<file path="config.mk">
export PLATFORM = sky130hd
export DESIGN_NAME = mseg_env
export DESIGN_NICKNAME = d
export VERILOG_FILES = /design/src/sv/mseg_pkg.sv /design/src/sv/mseg_env.sv
export SDC_FILE = /design/constraint.sdc
export NUM_CORES = 2
export LEC_CHECK = 0
export BUFFER_PORTS_ARGS = -buffer_cell sky130_fd_sc_hd__clkbuf_2
export CAP_MARGIN = 25
export CORE_MARGIN = 2
export CORE_UTILIZATION = 61
export DETAILED_ROUTE_END_ITERATION = 12
export GPL_ROUTABILITY_DRIVEN = 0
export PLACE_DENSITY = 0.78
export RECOVER_POWER = 100
export SYNTH_ARGS = -nofsm -noshare
export SYNTH_HDL_FRONTEND = slang
export SYNTH_SLANG_ARGS = --single-unit
export TNS_END_PERCENT = 1
</file>
<file path="constraint.sdc">
create_clock -name clk_i -period 21.7 [get_ports clk_i]
set_clock_uncertainty 0.2 [all_clocks]
set_input_delay 2.17 -clock clk_i [delete_from_list [all_inputs] [get_ports clk_i]]
set_output_delay 2.17 -clock clk_i [all_outputs]
set_load 0.005 [all_outputs]
</file>
<file path="src/sv/mseg_pkg.sv">
// ----------------------------------------------------------------------------
// mseg_pkg
// Shared types, constants and trig table for the multisine excitation
// generator.
// ----------------------------------------------------------------------------
package mseg_pkg;

  localparam int MAX_HARMONICS   = 16;
  localparam int MAX_AXES        = 8;
  localparam int TRIG_TABLE_BITS = 10;

  localparam int RESULT_CAP  = 8;
  localparam int AXES_CAP    = (MAX_AXES < RESULT_CAP) ? MAX_AXES : RESULT_CAP;
  localparam int COEFF_DEPTH = MAX_HARMONICS * MAX_AXES;
  localparam int CADDR_W     = (COEFF_DEPTH > 1) ? $clog2(COEFF_DEPTH) : 1;
  localparam int H_W         = (MAX_HARMONICS > 1) ? $clog2(MAX_HARMONICS) : 1;
  localparam int HN_W        = $clog2(MAX_HARMONICS + 1);
  localparam int K_W         = (AXES_CAP > 1) ? $clog2(AXES_CAP) : 1;
  localparam int QW_BITS     = TRIG_TABLE_BITS - 2;
  localparam int QUARTER     = 1 << QW_BITS;

  localparam int COEFF_W = 24;
  localparam int ACC_W   = 48;
  localparam int PADDR_W = 6;

  localparam logic [16:0] ENV_ONE = 17'd65536;
  localparam longint PI_HALF_Q30  = 64'd1686629713;

  // register indexes on the configuration port
  localparam logic [2:0] REG_DURATION = 3'd0;
  localparam logic [2:0] REG_RAMP     = 3'd1;
  localparam logic [2:0] REG_RECIP    = 3'd2;
  localparam logic [2:0] REG_HARM     = 3'd3;
  localparam logic [2:0] REG_AXES     = 3'd4;
  localparam logic [2:0] REG_KIND     = 3'd5;

  typedef enum logic [2:0] {
    ACT_TICK    = 3'd0,
    ACT_STOP    = 3'd1,
    ACT_RESTART = 3'd2,
    ACT_STEP    = 3'd3,
    ACT_SINE    = 3'd4,
    ACT_COSINE  = 3'd5
  } action_e;

  typedef struct packed {
    logic [31:0] duration;
    logic [30:0] ramp;
    logic [32:0] recip;
    logic [4:0]  harm;
    logic [3:0]  axes;
    logic [1:0]  kind;
  } cfg_t;

  typedef logic [15:0] qw_t [QUARTER+1];

  // quarter wave from a truncated taylor series in q30, scaled to q1.15
  function automatic qw_t build_qw();
    qw_t         tab;
    logic [63:0] x;
    logic [63:0] x2;
    logic [63:0] term;
    longint      sum;
    for (int i = 0; i <= QUARTER; i++) begin
      x    = (PI_HALF_Q30 * i) / QUARTER;
      x2   = (x * x) >> 30;
      term = x;
      sum  = longint'(x);
      for (int k = 1; k <= 8; k++) begin
        term = ((term * x2) >> 30) / 64'((2 * k) * (2 * k + 1));
        if (k % 2 == 1) sum = sum - longint'(term);
        else            sum = sum + longint'(term);
      end
      if (sum < 0) sum = 0;
      tab[i] = 16'(((64'(sum) * 64'd32767) + (64'd1 << 29)) >> 30);
    end
    return tab;
  endfunction

  localparam qw_t QW = build_qw();

  // full-turn sine by quadrant symmetry
  function automatic logic signed [15:0] trig_sine(input logic [TRIG_TABLE_BITS-1:0] idx);
    logic [1:0]         quad;
    logic [QW_BITS-1:0] r;
    logic [QW_BITS:0]   mr;
    quad = idx[TRIG_TABLE_BITS-1 -: 2];
    r    = idx[QW_BITS-1:0];
    mr   = (QW_BITS+1)'(QUARTER) - {1'b0, r};
    case (quad)
      2'd0:    trig_sine = $signed(QW[r]);
      2'd1:    trig_sine = $signed(QW[mr]);
      2'd2:    trig_sine = -$signed(QW[r]);
      default: trig_sine = -$signed(QW[mr]);
    endcase
  endfunction

endpackage

</file>
<file path="src/sv/mseg_env.sv">
// ----------------------------------------------------------------------------
// mseg_env
// Five-stage smoothstep envelope unit, 3r^2-2r^3 in q1.16.
// ----------------------------------------------------------------------------
module mseg_env
  import mseg_pkg::*;
(
  input  logic        clk_i,
  input  logic        rst_ni,
  input  logic        start_i,
  input  logic [31:0] t_i,
  input  cfg_t        cfg_i,
  output logic [16:0] env_o,
  output logic        done_o
);

  logic [4:0]  vld_q;
  logic [3:0]  one_q;
  logic [31:0] n_q;
  logic [16:0] r16_q, r16b_q, r2_q, r2b_q, r3_q;
  logic [16:0] env_q;
  logic [31:0] half;
  logic [31:0] ramp_eff;
  logic [31:0] n_d;
  logic        one_d;
  logic [64:0] rp;
  logic [32:0] rsat;
  logic [33:0] sq;
  logic [33:0] cu;
  logic signed [19:0] e;

  // region tests with the ramp clamped to half the duration
  assign half     = cfg_i.duration >> 1;
  assign ramp_eff = ({1'b0, cfg_i.ramp} > half) ? half : {1'b0, cfg_i.ramp};

  always_comb begin
    n_d   = 32'd0;
    one_d = 1'b0;
    if (t_i < ramp_eff) n_d = t_i;
    else if (t_i > cfg_i.duration - ramp_eff) n_d = cfg_i.duration - t_i;
    else one_d = 1'b1;
  end

  // ramp position, square, cube, blend
  assign rp   = 65'(n_q) * 65'(cfg_i.recip);
  assign rsat = (rp > 65'h1_0000_0000) ? 33'h1_0000_0000 : rp[32:0];
  assign sq   = 34'(r16_q) * 34'(r16_q);
  assign cu   = 34'(r2_q) * 34'(r16b_q);
  assign e    = 20'sd3 * $signed({3'b0, r2b_q}) - 20'sd2 * $signed({3'b0, r3_q});

  always_ff @(posedge clk_i or negedge rst_ni) begin
    if (!rst_ni) vld_q <= '0;
    else         vld_q <= {vld_q[3:0], start_i};
  end

  always_ff @(posedge clk_i) begin
    n_q    <= n_d;
    one_q  <= {one_q[2:0], one_d};
    r16_q  <= rsat[32:16];
    r2_q   <= sq[32:16];
    r16b_q <= r16_q;
    r3_q   <= cu[32:16];
    r2b_q  <= r2_q;
    if (one_q[3])                 env_q <= ENV_ONE;
    else if (e < 0)               env_q <= 17'd0;
    else if (e > $signed({3'b0, ENV_ONE})) env_q <= ENV_ONE;
    else                          env_q <= e[16:0];
  end

  assign env_o  = env_q;
  assign done_o = vld_q[4];

endmodule

</file>
==> impl_metrics.tcl <==
set metrics [dict create \
    status "finished, violations left" \
    violations "max-capacitance violations, max-slew violations" \
    syn_area_per_cell_sq_um 8.81 \
    cpPeakStageDelay_ps 1510 \
    clock_path_buffers 2 \
    setup_viol 0 \
    grt_pass1_wl_microns 251000 \
    drive_gt1_share_pct 3.81 \
    core_region_area_sq_mm 0.0999 \
    synth_flop_cell "dfxtp_1" \
    rsz0062_at_grt "false" \
    utilization_pct 63.3 \
    cts_tree "yes" \
    clk_pin_slew_worst_paths_ps 80 \
    syn_nets 9100 \
    drtAntennaViolNets 0 \
    synth.yosys.seq_area_share_pct 4.71 \
    cp.depth 26 \
    port_buffers 148 \
    fin_setup_tns_ps 0 \
    grt_util_all_layers_pct 30.5 \
    syn_inst 6957 \
    worstPathRequired_ps 21840 \
    io_pins 160 \
    cp-start-kind "input pin" \
    antenna_found_initial 1 \
    critPathBufInv 6 \
    ys_warn_count 0 \
    period_share_pct 61.8 \
    clk_latency_ps 480 \
    drc 0 \
    max-slew-margin-rel_pct -43.5 \
    initial_core_util_pct 61.4 \
    drt_iter0_drc 3171 \
    fin_nets 8982 \
    synth_area_sq_mm 0.0613 \
    route.vias.total 46410 \
    drt_first_pass_iters 6 \
    dpl.hpwl_microns 118000 \
    max_cap_viol_count 3 \
    holdPathStages 0 \
    postCtsSetupBuffers 0 \
    hold_viol 0 \
    cts_made_buffers 17 \
    worstSetupEndpointType "register" \
    grt_max_degree 58 \
    finalInstanceArea_sq_mm 0.0632 \
    worstPathMaxFanout 32 \
    tightest_slew_ps 2150 \
    cp_slowest_cell "clkbuf_1" \
    critPathArrivalTime_ps 13560 \
    dpl_cell_area_sq_mm 0.0627 \
    clock_tree.root_cell "clkbuf_16" \
    overflow 0 \
    ys_types 95 \
    die_area_sq_mm 0.103 \
    cts_max_level 4 \
    fmax_mhz 74.5 \
    critPathTopFamily "adder cells" \
    synth_edf_count 0 \
    drv_slew 70 \
    die_y_microns 321 \
    post_drt_wl_per_cell_microns 18.4 \
    synth-seq-cells 143 \
    num_rows 116 \
    cts_resized 0 \
    reg2reg_depth 25 \
    hold_path.class "register to register" \
    ys_async_sr_fraction_pct 3.50 \
    grt_pass1_vias 50225 \
    syn_to_final_growth_pct 3.20 \
    crit_path_frequent_cell "fa_1" \
    clock-sinks 143 \
    ctsHoldBuffers 0 \
    fin_crit_ps 13420 \
    vias_per_cell 5.69 \
    critical_path_class "input pin to register" \
    die_x_microns 321 \
    drt-total-wl_microns 150000 \
]
## routing by layer
layer  up-vias  routed length (microns)  global-route usage [%]
met2      1871                    74300                    52.9
met1     23407                    57500                    38.6
li1      20676                        -                       -
met5         -                        0                       0
met4         0                     6830                    12.3
met3       456                    11300                    4.29
## cell families after synthesis
| family | count (synthesis) | synth area share [%] |
|---|---|---|
| AO/OA/AOI/OAI | 625 | 6.82 |
| XOR/XNOR | 152 | 2.17 |
| adder cells (fa/ha/maj) | 2001 | 57.5 |
| buffers and inverters | 1939 | 11.9 |
| flip-flops | 143 | 4.71 |
| multiplexers | 40 | 0.664 |
| AND/OR/NAND/NOR | 2057 | 16.2 |
## cell usage in the layout (no fill, tap or decap), drive strengths merged, types with 37 or more instances in the layout
cell    instances
inv          1628
fa           1357
nand2        1037
ha            644
and2          569
a21oi         180
clkbuf        171
nor2          147
dfxtp         138
o21ai         127
xnor2          93
a21o           75
xor2           59
nand4          51
o21a           41
nor3           41
nand3          37
## cell type report
cell class	instances	area [sq um]
clock inverter	15	184
tap	1298	1620
fill	8207	36600
antenna	1	2.50
multi-input combinational	4875	51100
inverter	1622	6090
timing repair buffer	180	948
clock buffer	17	425
sequential	143	2900
## through the flow
step	worst slack [ps]	instances	hold WS, ps
global placement	9840	8117	112
floorplan	11260	6957	110
CTS	10180	8149	134
detailed placement	9690	8117	113
global route	8040	8150	143
finish	8280	8151	134
## registers in the layout, indices dropped and copies added, names as in the netlist
register,flops
one_q,4
r2_q,17
env_o,17
n_q,32
r2b_q,17
vld_q,5
r16_q,17
r3_q,17
r16b_q,17
## synth_stat cells (28+ instances only)
master / count / area [sq um]
xor2_1: 59 / 517
nand2_1: 1035 / 3880
o21ai_0: 115 / 576
nand3_1: 36 / 180
ha_1: 644 / 8060
and2_1: 569 / 3560
nor2_1: 147 / 552
a21o_1: 75 / 563
o21a_1: 40 / 300
fa_1: 1357 / 27200
nor3_1: 40 / 200
nor4_1: 28 / 175
clkbuf_1: 294 / 1100
nor2b_1: 33 / 206
mux2i_1: 35 / 350
xnor2_1: 93 / 815
a21oi_1: 175 / 876
nand4_1: 51 / 319
nand2b_1: 32 / 200
dfxtp_1: 138 / 2760
inv_1: 1621 / 6080
## final timing paths
kind	to	from	slack (ps)
max in group asynchronous	vld_q[0]	rst_ni	19770
setup / recovery	r16_q[16]	cfg_i[39]	8280
hold reg to reg	one_q[2]	one_q[1]	130
setup reg to reg	r16_q[16]	n_q[8]	10570
min in group asynchronous	vld_q[1]	rst_ni	1330
hold / removal	one_q[2]	one_q[1]	130
Power is left out: the tool's default activity adds up to more than one toggle a clock period on the data nets, which glitch-free logic cannot reach.
