==> config.mk <==
export PLATFORM = sky130hd
export DESIGN_NAME = mseg_ram
export DESIGN_NICKNAME = d
export VERILOG_FILES = /design/src/sv/mseg_ram.sv
export SDC_FILE = /design/constraint.sdc
export NUM_CORES = 1
export LEC_CHECK = 0
export BUFFER_PORTS_ARGS = -buffer_cell sky130_fd_sc_hd__buf_2
export CAP_MARGIN = 20
export CORE_MARGIN = 4
export CORE_UTILIZATION = 44
export CTS_BUF_LIST = sky130_fd_sc_hd__clkbuf_8
export DETAILED_ROUTE_END_ITERATION = 10
export PLACE_DENSITY_LB_ADDON = 0.12
export SLEW_MARGIN = 0
export SYNTH_ARGS = -nofsm -noshare
export SYNTH_HDL_FRONTEND = slang
export SYNTH_SLANG_ARGS = --single-unit
export TNS_END_PERCENT = 5
==> constraint.sdc <==
create_clock -name clk_i -period 2.19 [get_ports clk_i]
set_clock_uncertainty 0.15 [all_clocks]
set_input_delay 0.1095 -clock clk_i [delete_from_list [all_inputs] [get_ports clk_i]]
set_output_delay 0.1095 -clock clk_i [all_outputs]
set_load 0.02 [all_outputs]
==> src/sv/mseg_ram.sv <==
// ----------------------------------------------------------------------------
// mseg_ram
// Generic single-write, single-read RAM with registered read data.
// ----------------------------------------------------------------------------
module mseg_ram #(
  parameter int WIDTH = 8,
  parameter int DEPTH = 16
) (
  input  logic                     clk_i,
  input  logic                     we_i,
  input  logic [$clog2(DEPTH)-1:0] waddr_i,
  input  logic [WIDTH-1:0]         wdata_i,
  input  logic [$clog2(DEPTH)-1:0] raddr_i,
  output logic [WIDTH-1:0]         rdata_o
);

  logic [WIDTH-1:0] mem [DEPTH];

  // write port and registered read port
  always_ff @(posedge clk_i) begin
    if (we_i) mem[waddr_i] <= wdata_i;
    rdata_o <= mem[raddr_i];
  end

endmodule

==> impl_metrics.csv, run 1 <==
group,metric,value,unit
detailed_routing,firstDrtPassIters,4,
clocking,clk_pin_slew,0.07,ns
setup_path,critPathCaptureType,"flip-flop",
clocking,clockBufferDepth,2,
synth,netlist_area,5147,µm²
grt,antenna_found_initial,0,
sta,worst_slew_pin_slew,0.7378,ns
floorplanning,chipWidth,116.2,µm
synth,ys_seq_area_share,77.78,%
synth,synth_cell_types,19,
detailed_routing,ant_nets,0,
detailed_routing,drt-total-wl,10.08,mm
synth,synth-seq-cells,136,
grt,grt_overflow,0,
pwr,combPwrFrac,5.7,%
sta,worst_hold_slack,0.03768,ns
final_layout,area_growth,17.96,%
hold_path,whs_path_depth,4,
clocking,cts_tree,"yes",
synth,ys_warn_count,0,
final_layout,diodes,0,
grt,grt_first_pass_wirelength,15.49,mm
floorplanning,io-pin-count,26,
clocking,ctsResizeCount,0,
sta,final-hold-violation-count,0,
clocking,htree_levels,4,
final_layout,drive_gt1_share,30.94,%
sta,setup_viol,0,
clocking,clock_tree.root_cell,"clkbuf_8",
sta,maxSlewViolCount,0,
hold_path,hp-class,"in2reg",
floorplanning,die-area,13490,µm²
setup_path,slowest_stage,"mux4_2",
pwr,seqPwrFrac,54.4,%
job,maxCapViolations,0,
pwr,switching_power,1.108,mW
sta,max-slew-margin-rel,50.63,%
setup_path,r2r_start,"mem[3][7]",
hold_path,min_from,"raddr_i[2]",
clocking,cts_num_sinks,136,
setup_path,slowest_delay,0.47,ns
setup_path,crit_family,"multiplexers",
grt,grt_usage,16.58,%
floorplanning,rows,39,
setup_path,worst_r2r_path_depth,3,
floorplanning,start_util,45.08,%
clocking,worstSkewPairLatency,0.43,ns
setup_path,critPathRequiredTime,2.36,ns
final_layout,fillers,931,
grt,grt_max_degree,18,
pwr,internal-power,4.261,mW
setup_path,worst-path-buf-inv,0,
run_status,status,"completed",
setup_path,cp.arrival,1.67,ns
placement,port_buffers,25,
sta,grt_setup_unrepaired,"no",
synth,synth_nets,247,
floorplanning,coreArea,11420,µm²
placement,place_congestion,0.7205,
floorplanning,die_h,116.2,µm
setup_path,path_max_fanout,1,
final_layout,finalNetCount,312,
setup_path,crit_chain,"mux4_2 > a22oi_1 > nand2_1",
detailed_routing,dr_total_vias,2438,
detailed_routing,drt_iter0_markers,176,
detailed_routing,wl_per_cell,22.40,µm
setup_path,crit_path_start_kind,"flip-flop",
pwr,p_sw_share,20.64,%
pwr,ir_worst_vdd,0.0004651,V
detailed_routing,drc,0,
placement,dp_hpwl,6.630,mm
detailed_routing,vias_per_cell,5.418,
setup_path,worst-setup-path-type,"reg2reg",
sta,finalSetupTns,0,ns
clocking,cts_buffers,17,
pwr,clkPwrFrac,39.9,%
final_layout,fin_util,53.18,%
setup_path,reg2reg_setup_slack,0.69,ns
pwr,p_per_area,884.3,nW/µm²
sta,period_share,68.52,%
pwr,cellLeakagePower,2.068,nW
sta,max_freq,666.4,MHz
grt,grt_pass1_vias,2569,
synth,synth_cells,229,
setup_path,r2r-end,"rdata_o[7]",
hold_path,hold_end,"rdata_o[5]",
synth,syn_avg_cell_area,22.48,µm²
sta,fin_crit,1.500,ns
## routing by layer
layer	vias up	track usage, %	routed length [µm]
li1	1099	-	-
met1	1249	23.15	4512
met2	82	24.78	4877
met3	8	5.026	602
met4	0	6.497	89
met5	-	0	0
## power by group through the flow
stage,registers (mW),logic (mW),clock network [mW]
finish,2.92,0.305,2.14
global route,2.93,0.332,2.32
CTS,2.92,0.312,2.19
detailed placement,2.98,0.300,0
global placement,2.98,0.297,0
floorplan,3.00,0.148,0
## worst min-delay path: cells and delay by family
family                 cells  cell delay, ns
buffers and inverters      1            0.12
AO/OA/AOI/OAI              1            0.17
AND/OR/NAND/NOR            2            0.16
## cells in the mapped netlist, drive strengths merged
library cell | count | area [µm²]
and2b | 1 | 7.510
or3b | 1 | 8.760
edfxtp | 128 | 3844
mux4 | 32 | 773.2
nor3 | 4 | 20.02
nand3b | 2 | 15.01
buf | 7 | 56.30
nand3 | 1 | 5.000
nand2 | 9 | 33.78
clkdlybuf4s25 | 3 | 30.03
dfxtp | 8 | 160.2
a22oi | 16 | 120.1
nor2 | 13 | 48.80
nor2b | 1 | 6.260
and2 | 1 | 6.260
nand2b | 2 | 12.51
## layout make-up
type	instances	area (µm²)	area share (%)
Clock buffer	17	234.0	3.853
Tap cell	143	178.9	2.947
Multi-Input combinational cell	83	1057	17.41
Clock inverter	15	182.7	3.008
Timing Repair Buffer	56	415.4	6.841
Sequential cell	136	4004	65.94
## cell usage in the layout, fill, tap and decap left out, types with 3 or more instances in the layout
master and n:
edfxtp_1 128, dfxtp_1 8, mux4_2 18, buf_12 3
bufinv_16 4, mux4_1 14, nor2_1 13, clkbuf_8 17
clkinv_1 4, dlygate4sd3_1 8, buf_4 20, clkinv_2 3
nor3_1 4, a22oi_1 16, nand2_1 9, buf_2 25
## logic make-up (layout without fill, tap and decap cells)
group | Yosys count | count (layout) | share of synthesized area [%]
compound gates | 16 | 16 | 2.334
buf+inv | 10 | 88 | 1.677
flops | 136 | 136 | 77.78
simple gates | 35 | 35 | 3.184
mux | 32 | 32 | 15.02
## registers in the layout (all words and copies together), names as in the netlist
register and cells:
mem 128, rdata_o 8
## worst max-delay path by stage
stage | from | end | depth (start not counted)
2_1_floorplan | waddr_i[2] | mem[0][0] | 2
3_3_place_gp | raddr_i[0] | rdata_o[0] | 5
3_5_place_dp | raddr_i[0] | rdata_o[0] | 5
4_1_cts | mem[1][3] | rdata_o[3] | 3
5_1_grt | mem[5][1] | rdata_o[1] | 3
6_report | mem[3][7] | rdata_o[7] | 3
## stage by stage
step                std cells  total power, mW  cell area (µm²)  setup WS (ns)
finish                    450            5.369             6072         0.6895
global route              450            5.581             6072         0.6167
CTS                       450            5.430             6072         0.6764
detailed placement        410            3.283             5575         0.3601
global placement          410            3.279             5575         0.3388
floorplan                 229            3.146             5147         0.4376
## repair_timing
action	in CTS	in global routing
setup buffers	0	0
hold endpoints to repair	128	0
hold buffers	8	0
No activity file was read; power rests on OpenSTA's default activity.
==> run 2: changes to the inputs <==
==> constraint.sdc (replaced) <==
create_clock -name clk_i -period 1.3 [get_ports clk_i]
set_clock_uncertainty 0.15 [all_clocks]
set_input_delay 0.065 -clock clk_i [delete_from_list [all_inputs] [get_ports clk_i]]
set_output_delay 0.065 -clock clk_i [all_outputs]
set_load 0.02 [all_outputs]
==> impl_metrics.csv, run 2 (synthesized netlist as in run 1, its figures left out) <==
group,metric,value,unit
run_status,status,"finished with violations",
run_status,violations,"setup timing",
clocking,cts_setup_buffers,0,
sta,maxSlewViolCount,0,
detailed_routing,drt_iter0_markers,171,
clocking,clockBufferDepth,2,
clocking,cts_buffers,17,
setup_path,slowest_stage,"mux4_2",
setup_path,worst_r2r_path_depth,3,
final_layout,multi_input_area,1086,µm²
setup_path,slowest_delay,0.48,ns
floorplanning,die-area,13490,µm²
final_layout,diodes,0,
pwr,ir_worst_vdd,0.0007411,V
floorplanning,die_h,116.2,µm
floorplanning,start_util,45.08,%
sta,worst_slew_pin_slew,0.9153,ns
final_layout,design_area,6108,µm²
hold_path,hold_end,"mem[0][1]",
sta,final-hold-violation-count,0,
placement,place_congestion,0.7286,
setup_path,crit_family,"multiplexers",
setup_path,cp.arrival,1.56,ns
final_layout,finalNetCount,318,
final_layout,layout_common_cells,"edfxtp_1, mux4_2, buf_2",
detailed_routing,firstDrtPassIters,4,
sta,fin_crit,1.396,ns
sta,max_freq,716.3,MHz
placement,dp_slack,-0.3750,ns
sta,setup_viol,8,
placement,place_area,5677,µm²
detailed_routing,ant_nets,0,
sta,fin_ws,-0.09602,ns
floorplanning,chipWidth,116.2,µm
sta,grt_setup_unrepaired,"yes",
placement,port_buffers,25,
clocking,cts_num_sinks,136,
pwr,p_per_area,1383,nW/µm²
detailed_routing,dr_total_vias,2413,
hold_path,whs_path_depth,3,
grt,grt_usage,16.47,%
setup_path,reg2reg_setup_slack,-0.1,ns
final_layout,seqCellArea,4004,µm²
final_layout,fillers,929,
setup_path,r2r_start,"mem[3][6]",
setup_path,path_max_fanout,1,
final_layout,layout_commonest_cell,"edfxtp_1",
detailed_routing,wl_per_cell,22.00,µm
detailed_routing,drc,0,
sta,finalSetupTns,-0.5981,ns
detailed_routing,drt-total-wl,10.03,mm
setup_path,r2r-end,"rdata_o[6]",
placement,dp_hpwl,6.226,mm
setup_path,critPathRequiredTime,1.47,ns
grt,antenna_found_initial,0,
pwr,cellLeakagePower,2.052,nW
setup_path,worst-setup-path-type,"reg2reg",
final_layout,reg_top3,"mem x128, rdata_o x8",
sta,max-slew-margin-rel,38.85,%
setup_path,crit_path_start_kind,"flip-flop",
final_layout,largest_reg_flops,128,
hold_path,hp-class,"in2reg",
grt,grt_first_pass_wirelength,15.31,mm
clocking,htree_levels,4,
clocking,clock_tree.root_cell,"clkbuf_8",
final_layout,top_register,"mem",
floorplanning,coreArea,11420,µm²
setup_path,worst-path-buf-inv,0,
grt,grt_pass1_vias,2595,
setup_path,crit_chain,"mux4_2 > a22oi_2 > nand2_1",
sta,period_share,107.4,%
final_layout,area_growth,18.67,%
floorplanning,io-pin-count,26,
final_layout,fin_util,53.50,%
clocking,clk_pin_slew,0.07,ns
job,maxCapViolations,0,
clocking,worstSkewPairLatency,0.43,ns
clocking,cts_tree,"yes",
grt,grt_overflow,0,
final_layout,drive_gt1_share,39.62,%
hold_path,min_from,"waddr_i[0]",
floorplanning,rows,39,
setup_path,critPathCaptureType,"flip-flop",
detailed_routing,vias_per_cell,5.292,
grt,grt_max_degree,29,
==> run 2: changes by cell type in the layout (fill, tap and decap cells not counted), moves of 8 or more <==
cell	previous run	this run
a22oi_1	16	5
mux4_2	18	32
mux4_1	14	0
a22oi_2	0	11
inv_1	0	8
==> run 2: final cells by class <==
cell class	count	area share, %
well taps	143	2.929
flip-flops and latches	136	65.55
clock inverters	13	1.270
repair buffers	62	8.193
clock buffers	19	4.281
multi-input cells	83	17.78
==> run 2: tightest hold or removal path, stage by stage <==
cell and delay (ns):
buf_2 0.17, nor3_4 0.07, buf_12 0.14
==> run 2: worst max-delay path by stage <==
stage	startpoint	end	cells past startpoint
2_1_floorplan	waddr_i[3]	mem[4][0]	2
3_3_place_gp	raddr_i[0]	rdata_o[0]	5
3_5_place_dp	raddr_i[0]	rdata_o[0]	5
4_1_cts	mem[7][6]	rdata_o[6]	3
5_1_grt	mem[1][0]	rdata_o[0]	3
6_report	mem[3][6]	rdata_o[6]	3
==> run 2: what timing repair did <==
| action | CTS | global route |
|---|---|---|
| setup endpoints to repair | 8 | 8 |
| hold buffers | 9 | 0 |
| endpoints found under the hold margin | 136 | 0 |
| resized for setup | 20 | 5 |
| pin swaps | 11 | 2 |
==> run 2: where the power goes <==
group	total (mW)	internal, mW	switching, mW	leakage (nW)
sequential	4.93	4.90	0.0302	1.22
clock	2.95	1.53	1.42	0.204
combinational	0.566	0.255	0.312	0.624
total	8.45	6.69	1.76	2.05
==> run 2: stage by stage <==
step	instances	hold WS [ns]	power [mW]
floorplan	229	0.01387	5.303
CTS	456	0.004310	8.549
finish	456	0.02986	8.450
detailed placement	415	0.3173	5.548
global placement	415	0.3088	5.542
global route	456	0.01475	8.820
==> run 2: layer usage <==
layer / share of wire [%] / routed length (µm) / vias to the layer above / global-route usage (%)
li1: - / - / 1099 / -
met1: 44 / 4417 / 1240 / 23.47
met2: 48 / 4840 / 68 / 24.24
met3: 6.9 / 696 / 6 / 5.130
met4: 0.76 / 76 / 0 / 6.032
met5: 0 / 0 / - / 0
