<file path="src/sv/mseg_pkg.sv">
// ----------------------------------------------------------------------------
// mseg_pkg
// Shared types, constants and trig table for the multisine excitation
// generator.
// ----------------------------------------------------------------------------
package mseg_pkg;

  localparam int MAX_HARMONICS   = 16;
  localparam int MAX_AXES        = 8;
  localparam int TRIG_TABLE_BITS = 10;

  localparam int RESULT_CAP  = 8;
  localparam int AXES_CAP    = (MAX_AXES < RESULT_CAP) ? MAX_AXES : RESULT_CAP;
  localparam int COEFF_DEPTH = MAX_HARMONICS * MAX_AXES;
  localparam int CADDR_W     = (COEFF_DEPTH > 1) ? $clog2(COEFF_DEPTH) : 1;
  localparam int H_W         = (MAX_HARMONICS > 1) ? $clog2(MAX_HARMONICS) : 1;
  localparam int HN_W        = $clog2(MAX_HARMONICS + 1);
  localparam int K_W         = (AXES_CAP > 1) ? $clog2(AXES_CAP) : 1;
  localparam int QW_BITS     = TRIG_TABLE_BITS - 2;
  localparam int QUARTER     = 1 << QW_BITS;

  localparam int COEFF_W = 24;
  localparam int ACC_W   = 48;
  localparam int PADDR_W = 6;

  localparam logic [16:0] ENV_ONE = 17'd65536;
  localparam longint PI_HALF_Q30  = 64'd1686629713;

  // register indexes on the configuration port
  localparam logic [2:0] REG_DURATION = 3'd0;
  localparam logic [2:0] REG_RAMP     = 3'd1;
  localparam logic [2:0] REG_RECIP    = 3'd2;
  localparam logic [2:0] REG_HARM     = 3'd3;
  localparam logic [2:0] REG_AXES     = 3'd4;
  localparam logic [2:0] REG_KIND     = 3'd5;

  typedef enum logic [2:0] {
    ACT_TICK    = 3'd0,
    ACT_STOP    = 3'd1,
    ACT_RESTART = 3'd2,
    ACT_STEP    = 3'd3,
    ACT_SINE    = 3'd4,
    ACT_COSINE  = 3'd5
  } action_e;

  typedef struct packed {
    logic [31:0] duration;
    logic [30:0] ramp;
    logic [32:0] recip;
    logic [4:0]  harm;
    logic [3:0]  axes;
    logic [1:0]  kind;
  } cfg_t;

  typedef logic [15:0] qw_t [QUARTER+1];

  // quarter wave from a truncated taylor series in q30, scaled to q1.15
  function automatic qw_t build_qw();
    qw_t         tab;
    logic [63:0] x;
    logic [63:0] x2;
    logic [63:0] term;
    longint      sum;
    for (int i = 0; i <= QUARTER; i++) begin
      x    = (PI_HALF_Q30 * i) / QUARTER;
      x2   = (x * x) >> 30;
      term = x;
      sum  = longint'(x);
      for (int k = 1; k <= 8; k++) begin
        term = ((term * x2) >> 30) / 64'((2 * k) * (2 * k + 1));
        if (k % 2 == 1) sum = sum - longint'(term);
        else            sum = sum + longint'(term);
      end
      if (sum < 0) sum = 0;
      tab[i] = 16'(((64'(sum) * 64'd32767) + (64'd1 << 29)) >> 30);
    end
    return tab;
  endfunction

  localparam qw_t QW = build_qw();

  // full-turn sine by quadrant symmetry
  function automatic logic signed [15:0] trig_sine(input logic [TRIG_TABLE_BITS-1:0] idx);
    logic [1:0]         quad;
    logic [QW_BITS-1:0] r;
    logic [QW_BITS:0]   mr;
    quad = idx[TRIG_TABLE_BITS-1 -: 2];
    r    = idx[QW_BITS-1:0];
    mr   = (QW_BITS+1)'(QUARTER) - {1'b0, r};
    case (quad)
      2'd0:    trig_sine = $signed(QW[r]);
      2'd1:    trig_sine = $signed(QW[mr]);
      2'd2:    trig_sine = -$signed(QW[r]);
      default: trig_sine = -$signed(QW[mr]);
    endcase
  endfunction

endpackage

</file>
<file path="src/sv/mseg_cfg.sv">
// ----------------------------------------------------------------------------
// mseg_cfg
// APB-style configuration registers of the multisine generator.
// ----------------------------------------------------------------------------
module mseg_cfg
  import mseg_pkg::*;
(
  input  logic               clk_i,
  input  logic               rst_ni,
  input  logic               psel,
  input  logic               penable,
  input  logic               pwrite,
  input  logic [PADDR_W-1:0] paddr,
  input  logic [63:0]        pwdata,
  output logic [63:0]        prdata,
  output logic               pready,
  output cfg_t               cfg_o
);

  cfg_t       cfg_q;
  logic [2:0] ridx;
  logic       wr;

  assign ridx   = paddr[PADDR_W-1:3];
  assign wr     = psel && penable && pwrite;
  assign pready = 1'b1;
  assign cfg_o  = cfg_q;

  // register writes
  always_ff @(posedge clk_i or negedge rst_ni) begin
    if (!rst_ni) begin
      cfg_q.duration <= 32'd1000;
      cfg_q.ramp     <= 31'd100;
      cfg_q.recip    <= 33'd42949673;
      cfg_q.harm     <= 5'd1;
      cfg_q.axes     <= 4'd1;
      cfg_q.kind     <= 2'd0;
    end else if (wr) begin
      case (ridx)
        REG_DURATION: cfg_q.duration <= pwdata[31:0];
        REG_RAMP:     cfg_q.ramp     <= pwdata[30:0];
        REG_RECIP:    cfg_q.recip    <= pwdata[32:0];
        REG_HARM:     cfg_q.harm     <= pwdata[4:0];
        REG_AXES:     cfg_q.axes     <= pwdata[3:0];
        REG_KIND:     cfg_q.kind     <= pwdata[1:0];
        default: ;
      endcase
    end
  end

  // read back
  always_comb begin
    case (ridx)
      REG_DURATION: prdata = 64'(cfg_q.duration);
      REG_RAMP:     prdata = 64'(cfg_q.ramp);
      REG_RECIP:    prdata = 64'(cfg_q.recip);
      REG_HARM:     prdata = 64'(cfg_q.harm);
      REG_AXES:     prdata = 64'(cfg_q.axes);
      REG_KIND:     prdata = 64'(cfg_q.kind);
      default:      prdata = 64'd0;
    endcase
  end

endmodule

</file>
<file path="config.mk">
export PLATFORM = sky130hd
export DESIGN_NAME = mseg_cfg
export DESIGN_NICKNAME = d
export VERILOG_FILES = /design/src/sv/mseg_pkg.sv /design/src/sv/mseg_cfg.sv
export SDC_FILE = /design/constraint.sdc
export NUM_CORES = 1
export LEC_CHECK = 0
export ABC_CLOCK_PERIOD_IN_PS = 3300
export BUFFER_PORTS_ARGS = -buffer_cell sky130_fd_sc_hd__buf_4
export CAP_MARGIN = 5
export CORE_UTILIZATION = 40
export CTS_CLUSTER_DIAMETER = 200
export DETAILED_ROUTE_END_ITERATION = 8
export GPL_TIMING_DRIVEN = 0
export PLACE_DENSITY_LB_ADDON = 0.05
export SLEW_MARGIN = 5
export SYNTH_ARGS = -nofsm -noshare
export SYNTH_HDL_FRONTEND = slang
export SYNTH_SLANG_ARGS = --single-unit
</file>
<file path="constraint.sdc">
create_clock -name clk_i -period 3.3 [get_ports clk_i]
set_input_delay 0.99 -clock clk_i [delete_from_list [all_inputs] [get_ports clk_i]]
set_output_delay 0.99 -clock clk_i [all_outputs]
set_load 0.02 [all_outputs]
</file>
==> key figures, run 1 <==
Power and ir drop
  – Clock power frac: 0.245
  – Logic pwr share: 0.342
  – Switching share of power: 0.3256
  – Peak VDD IR: 0.3404 mV
  – Seq pwr share: 0.413
  – P_leak: 3.767 nW
  – Internal Power: 2.977 mW
  – PD cells: 597.0 mW/mm²
  – Switching Power: 1.438 mW
  – Design Power: 4.415 mW

Worst setup path
  – CP max stage cell: clkbuf_1
  – Critical path class: input pin to output port
  – Worst path max stage delay: 0.45 ns
  – Arrival time worst endpoint: 2.23 ns
  – Startpoint Class: input pin
  – Critical Path RT: 2.31 ns
  – CP dominant cell by count: buf_4
  – Critical Path End Type: output port
  – Peak fanout along the critical path: 14
  – Critical path cell sequence: buf_4 > clkbuf_1 > o32ai_1 > a211o_1 > buf_4

Timing
  – Final Skew: 0 ns
  – Final Setup Violations: 0
  – Worst Tran Pin Value: 1.030 ns
  – Hold Fails Final Rpt: 0
  – Relative slew slack: 0.3130
  – Fmax achieved: 0.3103 GHz
  – RSZ-0062 raised after global routing: no
  – Max-slew violation count: 0
  – Tcrit/Tclk final: 0.9767
  – Final Critical Period: 3.223 ns

CTS
  – Reg clk slew, reported paths: 0.06 ns
  – Clock root buffer master: clkbuf_16
  – H-tree levels: 3
  – Clock buffers created by TritonCTS: 9
  – Worst skew pair latency: 0.34 ns
  – Cts hold-fix bufs: 0
  – CTS sink cnt: 107
  – Deepest clock path buffer count: 2
  – Postcts setup bufs: 0
  – CTS tree: built

Cells and area
  – Nets: 711
  – Max reg flops: 107
  – Antenna diodes: 0
  – Layout cells sized above 1: 0.6318
  – Area growth from synthesis to layout: 37.00%
  – Post-Route Utilization: 0.5606

Die
  – Die width: 118.2 µm
  – DIE AREA: 0.01396 mm²
  – CORE AREA: 0.01319 mm²
  – Die Height: 118.2 µm
  – Initial core utilization: 0.4092
  – I/O pin count: 247
  – FP Rows: 42

Yosys
  – Syn avg cell area: 12.91 µm²
  – Register area share after synthesis: 0.5016
  – Post-synthesis cell area: 0.005398 mm²
  – Count of cell types in the netlist: 28
  – Synth Instances: 418
  – Syn. warnings: 0
  – Yosys reg bits: 107

Routing
  – Vias after detailed routing: 3890
  – ANT nets after route: 0
  – Detailed Route Iter0 Violations: 140
  – WL/cell: 17.98 µm
  – Drt total wl: 14.69 mm
  – DRT Pass-1 Iters: 4
  – Vias/cell: 4.761
  – Detailed-route DRC error count: 0

Global route
  – Total GRT Usage: 0.2169
  – Pin count of the biggest net entering global routing: 108
  – Met1 Resource Use GR: 0.2862
  – Antenna violations before repair: 0
  – Met2 global-route usage: 0.3592
  – Vias in the first global route: 3994
  – GRT overflow: 0
  – Met3 GRT Util: 0.04102
  – Layer with the highest usage: met2
  – First-pass GRT wire length: 22.83 mm

Hold path
  – Worst min path class: flip-flop to flip-flop

Placed design
  – HPWL Detailed: 10.16 mm
  – Placer Congestion: 0.8017
  – Port buffer count: 179

Outcome
  – Status: finished, final reports clean

Flow run
  – Max-cap violation count: 0
==> critical path, delay by kind of cell <==
| family | cells | cell delay, ns |
|---|---|---|
| buffers and inverters | 3 | 0.79 |
| AOI/OAI and AO/OA | 2 | 0.45 |
==> cells by family (layout without fill, tap and decap cells) <==
family	after synthesis	in the layout	synth area share
other	2	32	0.001391
DFF	107	107	0.5016
and+or+nand+nor	76	76	0.07510
buffers and inverters	59	252	0.07487
muxes	143	143	0.3157
AOI/OAI and AO/OA	31	31	0.03129
==> path summary, 6_finish.rpt <==
path / start / end / slack [ns] / cells after the start
worst max register to register: cfg_o[88] / cfg_o[88] / 2.51 / 1
max in group asynchronous: rst_ni / cfg_o[90] / 1.82 / 1
worst min-delay path: cfg_o[7] / cfg_o[7] / 0.53 / 1
worst max-delay path: paddr[4] / prdata[0] / 0.08 / 5
min in group asynchronous: rst_ni / cfg_o[35] / 0.73 / 1
worst min register to register: cfg_o[7] / cfg_o[7] / 0.53 / 1
==> synth_stat cells, drive strengths merged <==
cell type	count	area share
or3	2	0.0023
mux2i	33	0.061
nand2	27	0.019
nor4bb	1	0.0019
o22ai	1	0.0012
mux4	2	0.0083
clkbuf	7	0.0049
nor2b	2	0.0023
nand4	1	0.0012
dfstp	24	0.12
o32a	1	0.0019
conb	2	0.0014
inv	1	0.00069
nor2	8	0.0056
and2	1	0.0012
o32ai	1	0.0016
a211o	1	0.0016
dfrtp	83	0.38
nand4b	1	0.0044
a21oi	27	0.025
or2	26	0.030
mux2	108	0.25
nor3	3	0.0028
buf	51	0.069
nand2b	4	0.0046
==> per-layer routing <==
layer  wire length [µm]  part of all wire
met3                732             0.050
met4                175             0.012
met1               6551              0.45
met2               7227              0.49
met5                  0                 0
==> layout by cell type (no fill, tap or decap) <==
master / netlist / layout
buf_2: 11 / 6
dfstp_2: 24 / 24
or2_2: 26 / 26
o32a_1: 1 / 1
buf_4: 35 / 210
o22ai_1: 1 / 1
and2_1: 1 / 1
nand2b_1: 4 / 4
bufinv_16: 0 / 1
nor4bb_1: 1 / 1
mux4_2: 2 / 2
mux2_4: 30 / 30
clkbuf_8: 0 / 1
nand2_1: 27 / 27
buf_6: 5 / 12
clkbuf_4: 0 / 1
nand4_1: 1 / 1
clkbuf_1: 7 / 7
nor2b_1: 2 / 2
clkbuf_16: 0 / 9
inv_1: 1 / 1
o32ai_1: 1 / 1
conb_1: 2 / 32
clkinv_2: 0 / 1
clkbuf_2: 0 / 3
a211o_1: 1 / 1
nand4b_4: 1 / 1
or3_1: 2 / 2
nor2_1: 8 / 8
nor3_1: 3 / 3
a21oi_1: 27 / 27
mux2_2: 78 / 78
mux2i_1: 33 / 33
dfrtp_1: 83 / 83
==> stage by stage <==
stage	area (µm²)	hold slack, ns	instances	setup WS [ns]	setup TNS, ns
2_1_floorplan	5510	0.6486	448	0.1226	0
3_3_place_gp	7074	0.5110	803	-0.2572	-4.162
3_5_place_dp	7078	0.5206	803	-0.2415	-4.203
4_1_cts	7373	0.5394	818	0.004248	0
5_1_grt	7395	0.5572	817	0.002205	0
6_report	7395	0.5339	817	0.07690	0
==> what timing repair did <==
item                       4_1_cts  5_1_grt
resized for setup                6        7
setup endpoints to repair       31       21
cloned                           0        0
==> layout make-up <==
type / instances / area [µm²]
fill: 1188 / 5796
sequential: 107 / 2708
multi-input combinational: 282 / 2399
timing repair buffer: 179 / 1348
buffer: 56 / 427.9
clock buffer: 14 / 254.0
tap: 176 / 220.2
clock inverter: 2 / 35.03
inverter: 1 / 3.754
==> power by group through the flow <==
stage | logic [mW] | clock network (mW) | registers, mW
after floorplan | 0.551 | 0 | 2.13
after global placement | 1.50 | 0 | 1.83
after detailed placement | 1.52 | 0 | 1.85
after CTS | 1.52 | 1.11 | 1.82
after global routing | 1.60 | 1.16 | 1.87
final | 1.51 | 1.08 | 1.82
Power figures use the tool's default switching activity.
==> run 2: changes to the inputs <==
- CORE_ASPECT_RATIO: not set -> 1.4
==> key figures, run 2 (synthesized netlist as in run 1, its figures left out) <==
Die
  – Die width: 100.2 µm
  – DIE AREA: 0.01397 mm²
  – FP Rows: 49
  – Die Height: 139.4 µm
  – I/O pin count: 247
  – CORE AREA: 0.01300 mm²
  – Initial core utilization: 0.4153

CTS
  – Resized cells post-CTS: 6
  – H-tree levels: 3
  – Cts hold-fix bufs: 0
  – Clock root buffer master: clkbuf_16
  – Deepest clock path buffer count: 2
  – Reg clk slew, reported paths: 0.07 ns
  – Clock buffers created by TritonCTS: 9
  – CTS tree: built
  – Postcts setup bufs: 0
  – Worst skew pair latency: 0.34 ns
  – CTS sink cnt: 107

Worst setup path
  – Reg-to-reg setup timing slack: 2.51 ns
  – Arrival time worst endpoint: 2.21 ns
  – Peak fanout along the critical path: 14
  – RR Startpoint: cfg_o[97]
  – R2R depth: 1
  – Startpoint Class: input pin
  – Critical path class: input pin to output port
  – RR Endpoint: cfg_o[97]
  – Critical Path RT: 2.31 ns
  – Critical Path End Type: output port

Cells and area
  – Fill cells: 1189
  – Area of the multi-input gates: 0.002399 mm²
  – Antenna diodes: 0
  – Post-Route Utilization: 0.5707
  – Area growth from synthesis to layout: 37.41%
  – Nets: 711
  – Commonest non-fill, non-tap cell in the layout: buf_4
  – Layout cells sized above 1: 0.6349
  – Commonest non-fill, non-tap cells in the layout: 214 x buf_4, 83 x dfrtp_1, 78 x mux2_2, 33 x mux2i_1, 32 x conb_1
  – Post-route cell area: 0.007417 mm²
  – Max reg flops: 107
  – Register area: 0.002708 mm²

Routing
  – Drt total wl: 14.43 mm
  – Detailed Route Iter0 Violations: 61
  – ANT nets after route: 0
  – Vias after detailed routing: 3912
  – WL/cell: 17.62 µm
  – Detailed-route DRC error count: 0
  – DRT Pass-1 Iters: 4
  – Vias/cell: 4.777

Power and ir drop
  – P_leak: 3.771 nW
  – PD cells: 604.9 mW/mm²
  – Design Power: 4.486 mW
  – Peak VDD IR: 0.3058 mV

Timing
  – Final Critical Period: 3.202 ns
  – Total negative setup slack: 0 ns
  – Final Skew: 0 ns
  – Max-slew violation count: 0
  – Final Setup Violations: 0
  – Hold Fails Final Rpt: 0
  – Worst Tran Pin Value: 1.019 ns
  – Fmax achieved: 0.3123 GHz
  – RSZ-0062 raised after global routing: no
  – Crit path setup slack, layout: 0.09842 ns
  – Relative slew slack: 0.3207
  – Tcrit/Tclk final: 0.9702

Global route
  – Total GRT Usage: 0.2124
  – First-pass GRT wire length: 22.94 mm
  – Antenna violations before repair: 0
  – Pin count of the biggest net entering global routing: 108
  – Vias in the first global route: 4132
  – GRT overflow: 0

Placed design
  – HPWL Detailed: 10.36 mm
  – Placer Congestion: 0.7790
  – Area post-placement: 0.007081 mm²
  – Port buffer count: 179
  – Worst slack, placed: -0.2546 ns

Hold path
  – Hold depth: 1
  – Hold path endpoint: cfg_o[73]
  – Hold path start: cfg_o[73]
  – Worst min path class: flip-flop to flip-flop

Outcome
  – Status: finished, final reports clean

Flow run
  – Max-cap violation count: 0
[run 2: layout make-up]
cell class	instances	share of cell area
multi-input cells	282	0.3234
clock inverters	6	0.01198
repair buffers	179	0.1817
well taps	178	0.03003
inverters	1	0.0005061
flip-flops and latches	107	0.3650
clock buffers	10	0.03087
plain buffers	56	0.05651
[run 2: power by group]
part           switching [mW]  total, mW  internal, mW
logic                   0.749       1.50         0.754
registers               0.213       1.82          1.61
clock network           0.492       1.16         0.668
[run 2: metrics by stage]
| step | cells | hold slack, ns |
|---|---|---|
| 2_1_floorplan | 448 | 0.6486 |
| 3_3_place_gp | 805 | 0.5087 |
| 3_5_place_dp | 805 | 0.5230 |
| 4_1_cts | 819 | 0.5394 |
| 5_1_grt | 819 | 0.5504 |
| 6_report | 819 | 0.5360 |
[run 2: how the worst max path moves through the flow]
stage | startpoint | to | slack (ns)
floorplan | paddr[3] | prdata[11] | 0.12
finish | paddr[4] | prdata[0] | 0.1
global route | paddr[4] | prdata[16] | 0.02
detailed placement | paddr[5] | prdata[3] | -0.25
CTS | paddr[3] | prdata[22] | 0.02
global placement | paddr[5] | prdata[3] | -0.21
[run 2: worst max-delay path: stages]
cell	delay (ns)
buf_4	0.19
clkbuf_1	0.43
o32ai_1	0.20
a211o_1	0.25
buf_4	0.16
[run 2: layer usage]
metal / routed length [µm] / up-vias / track usage
met5: 0 / - / 0
met4: 211 / 0 / 0.05873
met3: 1014 / 16 / 0.05625
met2: 7085 / 151 / 0.3544
met1: 6121 / 1921 / 0.2704
li1: - / 1824 / -
==> run 3: changes to the inputs <==
- CORE_UTILIZATION: 40 -> 25
==> key figures, run 3 (synthesized netlist as in run 1, its figures left out) <==
Cells and area
  – Post-route cell area: 0.007543 mm²
  – Max reg flops: 107
  – Layout cells sized above 1: 0.6423
  – Commonest non-fill, non-tap cells in the layout: 212 x buf_4, 83 x dfrtp_1, 78 x mux2_2, 33 x mux2i_1, 32 x conb_1
  – Fill cells: 2158
  – Nets: 713
  – Cell Count, Final, Fillers Out: 904
  – Area growth from synthesis to layout: 39.75%
  – Post-Route Utilization: 0.3558
  – Commonest non-fill, non-tap cell in the layout: buf_4

Timing
  – Final Skew: 0 ns
  – Relative slew slack: 0.5706
  – Fmax achieved: 0.3101 GHz
  – Tcrit/Tclk final: 0.9771
  – Hold Fails Final Rpt: 0
  – Final Critical Period: 3.225 ns
  – Max-slew violation count: 0
  – Final Setup Violations: 0
  – Worst Tran Pin Value: 0.6417 ns
  – RSZ-0062 raised after global routing: yes
  – Worst hold slack: 0.5383 ns

Die
  – FP Rows: 63
  – DIE AREA: 0.02219 mm²
  – CORE AREA: 0.02120 mm²
  – Initial core utilization: 0.2546
  – Die width: 126.2 µm
  – Die Height: 175.9 µm
  – I/O pin count: 247

Placed design
  – HPWL Detailed: 12.24 mm
  – Placer Congestion: 0.7426
  – Dpl cells: 888
  – Port buffer count: 179
  – Area post-placement: 0.007211 mm²

CTS
  – Reg clk slew, reported paths: 0.07 ns
  – CTS sink cnt: 107
  – Deepest clock path buffer count: 2
  – CTS tree: built
  – H-tree levels: 3
  – Clock buffers created by TritonCTS: 9
  – Clock root buffer master: clkbuf_16
  – Worst skew pair latency: 0.35 ns

Worst setup path
  – Critical Path RT: 2.31 ns
  – Setup crit start: paddr[3]
  – Startpoint Class: input pin
  – Peak fanout along the critical path: 10
  – Critical Path End Type: output port
  – Arrival time worst endpoint: 2.23 ns
  – Critical path class: input pin to output port
  – RR Startpoint: cfg_o[93]

Global route
  – Pin count of the biggest net entering global routing: 62
  – First-pass GRT wire length: 25.47 mm
  – Antenna violations before repair: 0
  – Total GRT Usage: 0.1548
  – GRT overflow: 0
  – Vias in the first global route: 4100

Routing
  – Vias/cell: 4.388
  – DRT Pass-1 Iters: 4
  – Detailed Route Iter0 Violations: 53
  – WL/cell: 18.73 µm
  – Vias after detailed routing: 3967
  – Detailed-route DRC error count: 0
  – ANT nets after route: 0
  – Drt total wl: 16.94 mm

Power and ir drop
  – Clock power frac: 0.244
  – Peak VDD IR: 0.2940 mV
  – Internal Power: 2.933 mW
  – Logic pwr share: 0.344
  – PD cells: 588.4 mW/mm²
  – Switching Power: 1.505 mW
  – Seq pwr share: 0.412
  – Switching share of power: 0.3391
  – P_leak: 3.794 nW
  – Design Power: 4.438 mW

Hold path
  – Hold path start: cfg_o[4]
  – Worst min path class: flip-flop to flip-flop

Outcome
  – Status: finished, final reports clean

Flow run
  – Max-cap violation count: 0
run 3: cell types whose count changed in the layout (fill, tap and decap cells not counted):
cell        delta
buf_4          -2
buf_8          +1
clkbuf_8       +2
buf_16         +1
inv_6          +1
clkinv_2       -1
clkinvlp_4     -1
diode_2        +1
buf_6          +1
clkbuf_2       +5
clkbuf_1       -4
clkinv_4       +1
bufinv_16      -2
run 3: worst paths after layout:
| kind | end | slack (ns) | cells past startpoint |
|---|---|---|---|
| setup / recovery | prdata[16] | 0.08 | 7 |
| hold / removal | cfg_o[4] | 0.54 | 1 |
| setup reg to reg | cfg_o[93] | 2.49 | 1 |
| hold reg to reg | cfg_o[4] | 0.54 | 1 |
| max in group asynchronous | cfg_o[11] | 2.01 | 2 |
| min in group asynchronous | cfg_o[18] | 0.56 | 1 |
run 3: worst max-delay path, cell delays in order:
cell,delay [ns]
buf_6,0.11
buf_6,0.18
buf_8,0.20
mux2i_1,0.09
or2_2,0.27
a21oi_1,0.19
buf_4,0.18
run 3: power groups by stage:
stage,clock (mW),combinational [mW],sequential (mW)
6_report,1.08,1.53,1.83
5_1_grt,1.17,1.63,1.87
4_1_cts,1.14,1.55,1.83
3_5_place_dp,0,1.54,1.85
3_3_place_gp,0,1.53,1.84
2_1_floorplan,0,0.551,2.13
run 3: what timing repair did:
action / in CTS / in global routing
buffers inserted: 0 / 0
endpoints found under the hold margin: 0 / 0
endpoints found under the setup margin: 31 / 15
hold buffers: 0 / 0
gates resized for setup: 12 / 7
run 3: layout make-up:
cell class	count	area [µm²]	share of cell area
timing repair buffer	180	1375	0.1823
clock buffer	12	256.5	0.03400
multi-input combinational	282	2399	0.3180
antenna	1	2.502	0.0003317
clock inverter	4	33.78	0.004478
buffer	57	440.4	0.05838
tap	260	325.3	0.04312
inverter	1	3.754	0.0004976
sequential	107	2708	0.3589
run 3: per-layer routing:
layer  share of wire  track usage  vias up
met5               0            0        -
met4           0.014      0.05723        0
met3           0.045      0.02985       11
met2            0.52       0.2723      119
met1            0.42       0.1860     2011
li1                -            -     1826
run 3: per-stage QoR:
step                setup TNS (ns)  setup WS [ns]
floorplan                        0         0.1226
global placement            -8.120        -0.3379
detailed placement          -7.305        -0.3185
CTS                      -0.002862      -0.002070
global route              -0.01395       -0.01395
finish                           0        0.07542
